$ cat config.mk
export PLATFORM = sky130hd
export DESIGN_NAME = path_length_accumulator
export DESIGN_NICKNAME = d
export VERILOG_FILES = /design/src/hw/rtl/pla_pkg.sv /design/src/hw/rtl/path_length_accumulator.sv
export SDC_FILE = /design/constraint.sdc
export NUM_CORES = 2
export LEC_CHECK = 0
export BUFFER_PORTS_ARGS = -buffer_cell sky130_fd_sc_hd__buf_2
export CAP_MARGIN = 10
export CORE_AREA = 2 2 264 266
export CTS_CLUSTER_DIAMETER = 40
export CTS_CLUSTER_SIZE = 20
export DETAILED_ROUTE_END_ITERATION = 8
export DIE_AREA = 0 0 266 268
export PLACE_DENSITY = 0.78
export SYNTH_ARGS = -nofsm -noshare
export SYNTH_HDL_FRONTEND = slang
export SYNTH_SLANG_ARGS = --single-unit
$ cat constraint.sdc
create_clock -name clk -period 10.1 [get_ports clk]
set_clock_uncertainty 0.15 [all_clocks]
set_input_delay 2.02 -clock clk [delete_from_list [all_inputs] [get_ports clk]]
set_output_delay 2.02 -clock clk [all_outputs]
set_load 0.01 [all_outputs]
$ cat src/hw/rtl/pla_pkg.sv
package pla_pkg;

	// Width of the reported total; the running total is cut or widened to this.
	localparam int OUT_WIDTH = 48;

	// Request command codes.
	localparam logic CMD_SAMPLE = 1'b0;
	localparam logic CMD_CLEAR  = 1'b1;

	// Sequencer states, one-hot.
	typedef enum logic [3:0] {
		ST_IDLE   = 4'b0001,
		ST_SQUARE = 4'b0010,
		ST_ROOT   = 4'b0100,
		ST_ACCUM  = 4'b1000
	} pla_state_t;

endpackage

$ cat src/hw/rtl/path_length_accumulator.sv
// 3D path length odometer. Each request carries a command and a signed Q16.16 position.
// A sample request (command 0) adds the Euclidean distance to the previously stored
// position to a running unsigned Q32.16 total and returns the new total as one result.
// A clear request (command 1) zeroes the total, keeps the stored position and returns
// nothing. The first sample after reset only records the position and reports the total.
// Both channels use valid/ready; a request is taken only while the sequencer is idle.
// A sample with a stored position runs through radix-4 squaring (three shift-add
// multipliers summed into one accumulator), radix-4 square root and a final add and
// saturate. RT_W is POS_WIDTH+1 rounded up to even. A sample is worked on to the end
// before the next request is taken. A first sample skips squaring and root and goes
// straight to the add; a clear request is done while the sequencer stays idle.
// The result sits in an output register. If the receiver stalls, the next request is
// still accepted and worked on; it waits in its final add cycle until the output
// register is free, so no result is lost or overwritten.
// Asynchronous reset clears the total, forgets the stored position and drops any
// pending result.
module path_length_accumulator #(
	parameter int POS_WIDTH   = 32,
	parameter int TOTAL_WIDTH = 48
) (
	input  logic                          clk,
	input  logic                          arst_n,
	input  logic                          request_valid,
	output logic                          request_ready,
	input  logic                          command,
	input  logic [POS_WIDTH-1:0]          pos_x,
	input  logic [POS_WIDTH-1:0]          pos_y,
	input  logic [POS_WIDTH-1:0]          pos_z,
	output logic                          result_valid,
	input  logic                          result_ready,
	output logic [pla_pkg::OUT_WIDTH-1:0] total_distance
);

	// Root width: the sum of three squares needs 2*POS_WIDTH+2 bits, its root
	// POS_WIDTH+1 bits. Rounded up to even so both loops take two bits a cycle.
	localparam int RT_W   = ((POS_WIDTH + 2) / 2) * 2;
	localparam int HI_W   = POS_WIDTH + 2;
	localparam int RAD_W  = 2 * RT_W;
	localparam int REM_W  = RT_W + 2;
	localparam int TRY_W  = RT_W + 4;
	localparam int PASSES = RT_W / 2;
	localparam int CNT_W  = $clog2(PASSES);
	localparam int SUM_W  = ((TOTAL_WIDTH > RT_W) ? TOTAL_WIDTH : RT_W) + 1;
	localparam logic [CNT_W-1:0] CNT_LAST = CNT_W'(PASSES - 1);

	pla_pkg::pla_state_t state_q;

	logic [POS_WIDTH-1:0]   prev_x_q, prev_y_q, prev_z_q;
	logic                   have_prev_q;
	logic [TOTAL_WIDTH-1:0] total_q;

	// Squaring: multiplicands held, multipliers shifted out two bits a cycle.
	logic [POS_WIDTH-1:0] dx_q, dy_q, dz_q;
	logic [RT_W-1:0]      mx_q, my_q, mz_q;
	logic [HI_W-1:0]      hi_q;
	logic [RT_W-1:0]      lo_q;

	// Square root: radicand shifted out two bits per step.
	logic [RAD_W-1:0] rad_q;
	logic [RT_W-1:0]  root_q;
	logic [REM_W-1:0] rem_q;

	logic [CNT_W-1:0] cnt_q;

	logic                          result_valid_q;
	logic [pla_pkg::OUT_WIDTH-1:0] result_q;

	logic accept;
	logic is_clear;
	logic out_free;

	logic [POS_WIDTH-1:0] ad_x, ad_y, ad_z;

	logic [HI_W:0]   sq_sum;
	logic [HI_W-1:0] sq_hi;
	logic [RT_W-1:0] sq_lo, sq_mx, sq_my, sq_mz;

	logic [TRY_W-1:0] rt_cur, rt_try;
	logic [RAD_W-1:0] rt_rad;
	logic [RT_W-1:0]  rt_root;
	logic [REM_W-1:0] rt_rem;

	logic [SUM_W-1:0]       acc_sum;
	logic [TOTAL_WIDTH-1:0] acc_next;

	// Magnitude of the difference of two two's complement positions.
	function automatic logic [POS_WIDTH-1:0] abs_diff(input logic [POS_WIDTH-1:0] a,
		input logic [POS_WIDTH-1:0] b);
		logic signed [POS_WIDTH:0] d;
		d = $signed({a[POS_WIDTH-1], a}) - $signed({b[POS_WIDTH-1], b});
		abs_diff = d[POS_WIDTH] ? POS_WIDTH'(-d) : POS_WIDTH'(d);
	endfunction

	assign request_ready  = (state_q == pla_pkg::ST_IDLE);
	assign accept         = request_valid && request_ready;
	assign is_clear       = (command == pla_pkg::CMD_CLEAR);
	assign out_free       = !result_valid_q || result_ready;
	assign result_valid   = result_valid_q;
	assign total_distance = result_q;

	assign ad_x = abs_diff(pos_x, prev_x_q);
	assign ad_y = abs_diff(pos_y, prev_y_q);
	assign ad_z = abs_diff(pos_z, prev_z_q);

	// Two shift-add steps per cycle. The high part adds the selected multiplicands
	// of all three axes, so the accumulator ends as dx*dx + dy*dy + dz*dz.
	always_comb begin
		sq_hi  = hi_q;
		sq_lo  = lo_q;
		sq_mx  = mx_q;
		sq_my  = my_q;
		sq_mz  = mz_q;
		sq_sum = '0;
		for (int j = 0; j < 2; j++) begin
			sq_sum = {1'b0, sq_hi}
				+ (HI_W + 1)'(sq_mx[0] ? dx_q : '0)
				+ (HI_W + 1)'(sq_my[0] ? dy_q : '0)
				+ (HI_W + 1)'(sq_mz[0] ? dz_q : '0);
			sq_lo = {sq_sum[0], sq_lo[RT_W-1:1]};
			sq_hi = sq_sum[HI_W:1];
			sq_mx = sq_mx >> 1;
			sq_my = sq_my >> 1;
			sq_mz = sq_mz >> 1;
		end
	end

	// Two restoring square root steps per cycle; the root is the floor of the exact root.
	always_comb begin
		rt_rad  = rad_q;
		rt_root = root_q;
		rt_rem  = rem_q;
		rt_cur  = '0;
		rt_try  = '0;
		for (int j = 0; j < 2; j++) begin
			rt_cur = {rt_rem, rt_rad[RAD_W-1 -: 2]};
			rt_try = TRY_W'({rt_root, 2'b01});
			if (rt_cur >= rt_try) begin
				rt_rem  = REM_W'(rt_cur - rt_try);
				rt_root = {rt_root[RT_W-2:0], 1'b1};
			end else begin
				rt_rem  = REM_W'(rt_cur);
				rt_root = {rt_root[RT_W-2:0], 1'b0};
			end
			rt_rad = {rt_rad[RAD_W-3:0], 2'b00};
		end
	end

	// Saturating add of the distance into the total.
	always_comb begin
		acc_sum  = SUM_W'(total_q) + SUM_W'(root_q);
		acc_next = (|acc_sum[SUM_W-1:TOTAL_WIDTH]) ? '1 : acc_sum[TOTAL_WIDTH-1:0];
	end

	// Control state, running total and the output handshake.
	always_ff @(posedge clk or negedge arst_n) begin
		if (!arst_n) begin
			state_q        <= pla_pkg::ST_IDLE;
			have_prev_q    <= 1'b0;
			total_q        <= '0;
			result_valid_q <= 1'b0;
		end else begin
			// The output register fills when the final add goes through and empties
			// when the receiver takes the result.
			if (state_q == pla_pkg::ST_ACCUM && out_free) begin
				result_valid_q <= 1'b1;
			end else if (result_ready) begin
				result_valid_q <= 1'b0;
			end
			case (state_q)
				pla_pkg::ST_IDLE: begin
					if (accept) begin
						if (is_clear) begin
							total_q <= '0;
						end else begin
							have_prev_q <= 1'b1;
							state_q     <= have_prev_q ? pla_pkg::ST_SQUARE : pla_pkg::ST_ACCUM;
						end
					end
				end
				pla_pkg::ST_SQUARE: begin
					if (cnt_q == '0) begin
						state_q <= pla_pkg::ST_ROOT;
					end
				end
				pla_pkg::ST_ROOT: begin
					if (cnt_q == '0) begin
						state_q <= pla_pkg::ST_ACCUM;
					end
				end
				pla_pkg::ST_ACCUM: begin
					if (out_free) begin
						total_q <= acc_next;
						state_q <= pla_pkg::ST_IDLE;
					end
				end
				default: begin
					state_q <= pla_pkg::ST_IDLE;
				end
			endcase
		end
	end

	// Datapath registers.
	always_ff @(posedge clk) begin
		case (state_q)
			pla_pkg::ST_IDLE: begin
				if (accept && !is_clear) begin
					prev_x_q <= pos_x;
					prev_y_q <= pos_y;
					prev_z_q <= pos_z;
					dx_q     <= ad_x;
					dy_q     <= ad_y;
					dz_q     <= ad_z;
					mx_q     <= RT_W'(ad_x);
					my_q     <= RT_W'(ad_y);
					mz_q     <= RT_W'(ad_z);
					hi_q     <= '0;
					lo_q     <= '0;
					cnt_q    <= CNT_LAST;
					// A first sample adds nothing.
					root_q   <= '0;
				end
			end
			pla_pkg::ST_SQUARE: begin
				hi_q  <= sq_hi;
				lo_q  <= sq_lo;
				mx_q  <= sq_mx;
				my_q  <= sq_my;
				mz_q  <= sq_mz;
				if (cnt_q == '0) begin
					rad_q  <= RAD_W'({sq_hi, sq_lo});
					root_q <= '0;
					rem_q  <= '0;
					cnt_q  <= CNT_LAST;
				end else begin
					cnt_q <= cnt_q - 1'b1;
				end
			end
			pla_pkg::ST_ROOT: begin
				rad_q  <= rt_rad;
				root_q <= rt_root;
				rem_q  <= rt_rem;
				cnt_q  <= cnt_q - 1'b1;
			end
			pla_pkg::ST_ACCUM: begin
				if (out_free) begin
					result_q <= pla_pkg::OUT_WIDTH'(acc_next);
				end
			end
			default: begin
			end
		endcase
	end

endmodule

**Word-level counts from Yosys, hierarchy flattened**

Cells that the tools add are included.

- Output and inout port bits: 50
- Input port bits: 101
- Bits in registers: 607
- Word-level logic and storage cells: 116

- Bitwise gates (word level): 1
- Order comparisons: 2
- Add/subtract/negate cells: 16
- Reductions and logical operators: 21
- Eq/ne operators: 11
- Mux-type cells: 45

Operator list:

| cell | count |
|---|---|
| one-hot mux 34 bit (2 select lines) | 5 |
| 2-to-1 mux 32 bit | 9 |
| 2-to-1 mux 48 bit | 4 |
| 2-to-1 mux 34 bit | 5 |
| adder 35 x 32 -> 35 bit | 4 |
| one-hot mux 68 bit (2 select lines) | 1 |
| 2-to-1 mux 36 bit | 3 |
| one-hot mux 34 bit (3 select lines) | 1 |
| subtractor 32 x 32 -> 33 bit | 3 |
| negation 32 bit | 3 |
| one-hot mux 48 bit (2 select lines) | 1 |
| greater-or-equal comparator 38 x 36 -> 1 bit | 2 |
| one-hot mux 36 bit (2 select lines) | 1 |
| subtractor 36 bit | 2 |
| adder 34 x 32 -> 35 bit | 2 |
| 2-to-1 mux 68 bit | 1 |
| adder 48 x 34 -> 49 bit | 1 |
| 2-to-1 mux 4 bit | 6 |
| one-hot mux 4 bit (4 select lines) | 1 |
| one-hot mux 5 bit (3 select lines) | 1 |
| 2-to-1 mux 5 bit | 2 |
| AND reduction 2 bit | 5 |
| != test 2 bit, second input constant | 4 |
| nonzero test 2 bit | 4 |
| 16 further kinds | 25 |

**Longest topological paths before layout**

- Word-level depth: 9
- Depth in mapped cells: 36
- Gate-level depth less buffers: 35

**Worst setup path after synthesis**

Ideal clock, no wire load.

- Path type: flip-flop to flip-flop
- From: reg mx_q[0]
- To: reg rad_q[67], data pin
- Required time: 9.683 ns
- Stages on the path, launching flop included: 32
- Buffers on the path: 1
- Clock period less this slack: 8.051 ns
- Setup time: 0.267 ns
- Slack: 2.049 ns
- Data arrival time: 7.634 ns
- Cells stage by stage: edfxtp_1 clkbuf_1 nand2_1 fa_1 fa_1 inv_1 ha_1 or4_1 a311o_1 a32oi_1 a21boi_0 o21ai_0 a21boi_0 nor2_1 o21bai_1 a21oi_1 xnor2_1 fa_1 inv_1 fa_1 inv_1 ha_1 a21o_1 a21o_1 or4_1 o21ai_0 o21ai_0 a2111oi_0 nor3_1 a21o_1 a21oi_1 o21ai_0

- Word-level cells in the longest chain between the ends: 9

RTL lines:

| element | line | RTL |
|---|---|---|
| start: declaration | path_length_accumulator.sv:54 | `logic [RT_W-1:0] mx_q, my_q, mz_q;` |
| start signal: assignment | path_length_accumulator.sv:214 | `mx_q <= RT_W'(ad_x);` |
| start signal: assignment | path_length_accumulator.sv:227 | `mx_q <= sq_mx;` |
| 2-to-1 mux 32 bit | path_length_accumulator.sv:116 | `+ (HI_W + 1)'(sq_mx[0] ? dx_q : '0)` |
| adder 34 x 32 -> 35 bit | path_length_accumulator.sv:116 |  |
| adder 35 x 32 -> 35 bit | path_length_accumulator.sv:117 | `+ (HI_W + 1)'(sq_my[0] ? dy_q : '0)` |
| adder 35 x 32 -> 35 bit | path_length_accumulator.sv:118 | `+ (HI_W + 1)'(sq_mz[0] ? dz_q : '0);` |
| adder 34 x 32 -> 35 bit | path_length_accumulator.sv:116 |  |
| adder 35 x 32 -> 35 bit | path_length_accumulator.sv:117 |  |
| adder 35 x 32 -> 35 bit | path_length_accumulator.sv:118 |  |
| 2-to-1 mux 68 bit | path_length_accumulator.sv:230 | `if (cnt_q == '0) begin` |
| one-hot mux 68 bit (2 select lines) | path_length_accumulator.sv:205 | `case (state_q)` |
| end signal: assignment | path_length_accumulator.sv:231 | `rad_q <= RAD_W'({sq_hi, sq_lo});` |
| end signal: assignment | path_length_accumulator.sv:240 | `rad_q <= rt_rad;` |
| end: declaration | path_length_accumulator.sv:59 | `logic [RAD_W-1:0] rad_q;` |

Every way passes these cells. The select of a mux whose other input is x is not followed.
A chain may end at the register's enable or synchronous reset.

**Final worst setup path**

Same ends and word-level chain as after synthesis.

==> impl_metrics.tcl <==
set metrics [dict create \
    status "finished, final reports clean" \
    synth_top_area_share_pct 37.8 \
    maxSlewViolCount 0 \
    worst_path_max_delay_cell "edfxtp_1" \
    drc 0 \
    cts_setup_buffers 0 \
    rsz0062_at_grt "no" \
    viasPerCell 6.01 \
    grt_pass1_wl_mm 171 \
    synth-edff-count 545 \
    grt_max_degree 123 \
    synth.distinct_cells 96 \
    io_pins 151 \
    finalCriticalPeriod_ns 9.29 \
    initial_core_util_pct 63.5 \
    die_w_um 266 \
    place_inst 5318 \
    cp_data_required_time_ns 10.31 \
    track_usage_pct 30.1 \
    finalNonFillerCells 5500 \
    ys_warn_count 0 \
    hold_violations 0 \
    cts_tree "done" \
    relSlewSlack_pct 20.5 \
    gp_congestion 0.931 \
    row_count 96 \
    ctsHoldBuffers 0 \
    num-fill-cells 5193 \
    min_path_cells 1 \
    yosysMostFrequentCell "edfxtp_1" \
    ant_nets 0 \
    dp_hpwl_mm 78.3 \
    fmax_mhz 108 \
    synth_common_cells "edfxtp_1 (545), nand2_1 (463), inv_1 (395), nor2_1 (310), a21oi_1 (307)" \
    syn_nets 4912 \
    dr.pass1.iters 6 \
    h-tree-depth 3 \
    area_growth_pct 11.4 \
    core-area_sq_um 68200 \
    drt_wl_total_mm 106 \
    seq_area_frac_synth_pct 40.9 \
    post_cts_resized 0 \
    synthCells 4403 \
    setup_violations 0 \
    grt_pass1_vias 32200 \
    cts_made_buffers 94 \
    cpMostUsedCell "o21ai_0" \
    finalSetupTns_ns 0 \
    final_layout_size_suffix_gt1_share_pct 10.9 \
    fin_ws_ns 0.805 \
    grt_overflow 0 \
    die_h_um 268 \
    cp-start-kind "flip-flop" \
    setup.worst_path.class "flip-flop to flip-flop" \
    synth_area_leaders "edfxtp_1 (38%), ha_1 (8.0%), fa_1 (6.1%)" \
    worstMarginPinSlew_ns 1.19 \
    vias 33100 \
    cp.arrival_ns 9.51 \
    synth-async-reset-ratio_pct 9.02 \
    path_clk_slew_ns 0.07 \
    post-route-period-util_pct 92.0 \
    port_buffers 150 \
    synth-seq-cells 599 \
    drtIter0Drc 2675 \
    end_kind "flip-flop" \
    design.die.area_sq_um 71300 \
    r2r_cells 32 \
    post-place-ws_ns 0.986 \
    netlist_area_sq_um 43300 \
    yosys.area.top_type "edfxtp_1" \
    maxCapViolations 0 \
    grt_antenna_before_repair 4 \
    synth_ff_type "edfxtp_1" \
    path_max_fanout 16 \
    fin_nets 5041 \
    wire_per_inst_um 19.3 \
    avgSynthCellArea_sq_um 9.83 \
    clockBufferDepth 3 \
    crit_path_max_incr_delay_ns 0.75 \
    min_path_type "flip-flop to flip-flop" \
    cts.sinks 599 \
    ctsRootBufferMaster "clkbuf_16" \
    clock_latency_ns 0.66 \
]
-- final timing paths --
check | slack (ns) | end | from
max in group asynchronous | 7.92 | total_q[7] | arst_n
max reg2reg | 0.81 | rad_q[67] | mx_q[0]
min | 0.35 | have_prev_q | have_prev_q
min in group asynchronous | 1.37 | total_q[45] | arst_n
max | 0.81 | rad_q[67] | mx_q[0]
min reg2reg | 0.35 | have_prev_q | have_prev_q
-- worst max-delay path: cells and delay by family, from the launching register on --
family	cells	cell delay (ns)
XOR/XNOR	1	0.11
adder cells (fa/ha/maj)	6	2.74
AND/OR/NAND/NOR	4	0.98
flip-flops	1	0.75
buffers and inverters	3	0.15
AO/OA/AOI/OAI	18	4.08
-- cells in the final DEF, fill, tap and decap left out, types with 95 or more instances in the layout --
cell type	n
o21ai_0	243
buf_2	150
xor2_1	120
inv_1	394
ha_1	276
xnor2_1	183
a21oi_1	306
clkbuf_16	95
nor2_1	310
edfxtp_1	545
and2_1	154
nand2_1	461
a21o_1	112
fa_1	132
-- flip-flops by register name, indices dropped and copies added (netlist names) --
register        count
prev_z_q           32
cnt_q               5
state_q             4
dx_q               32
rem_q              36
result_valid        1
mx_q               32
lo_q               32
dy_q               32
total_q            48
total_distance     48
prev_y_q           32
dz_q               32
my_q               32
mz_q               32
have_prev_q         1
root_q             34
prev_x_q           32
hi_q               34
rad_q              68
-- through the flow --
| stage | instance area (sq um) | util, % | hold slack (ns) |
|---|---|---|---|
| after detailed placement | 44800 | 65.7 | 0.331 |
| after CTS | 48200 | 70.7 | 0.350 |
| after global routing | 48200 | 70.7 | 0.361 |
| after floorplan | 43300 | - | 0.302 |
| after global placement | 44800 | 65.7 | 0.327 |
| final | 48200 | 70.7 | 0.345 |
-- metal layers --
metal	vias to the layer above	track usage, %	share of wire [%]	wire length [um]
met5	-	0	0.022	23
met4	4	14.2	5.0	5310
met3	221	4.50	5.3	5610
met2	944	49.4	47	49700
met1	15900	39.5	43	45400
li1	16000	-	-	-
-- kinds of logic (layout without fill, tap and decap cells) --
kind of cell | count (synthesis) | count (layout) | share of synthesized area (%)
other | 0 | 4 | 0
adder cells (fa/ha/maj) | 408 | 408 | 14.1
AND/OR/NAND/NOR | 1371 | 1371 | 15.4
buffers and inverters | 540 | 751 | 4.70
XOR/XNOR | 303 | 303 | 6.13
AO/OA/AOI/OAI | 1082 | 1082 | 16.1
flip-flops | 599 | 599 | 40.9
multiplexers | 100 | 100 | 2.57
-- layout make-up --
type / instances / area, sq um / share of cell area (%)
clock buffer: 98 / 2390 / 4.95
timing repair buffer: 175 / 938 / 1.95
tap: 882 / 1100 / 2.29
clock inverter: 80 / 981 / 2.03
sequential: 599 / 17700 / 36.7
antenna: 4 / 10.0 / 0.0208
multi-input combinational: 3264 / 23600 / 48.9
inverter: 398 / 1500 / 3.12
Power is not shown: default switching activity piles up to over one toggle a cycle in this logic, so the estimate is an artifact.
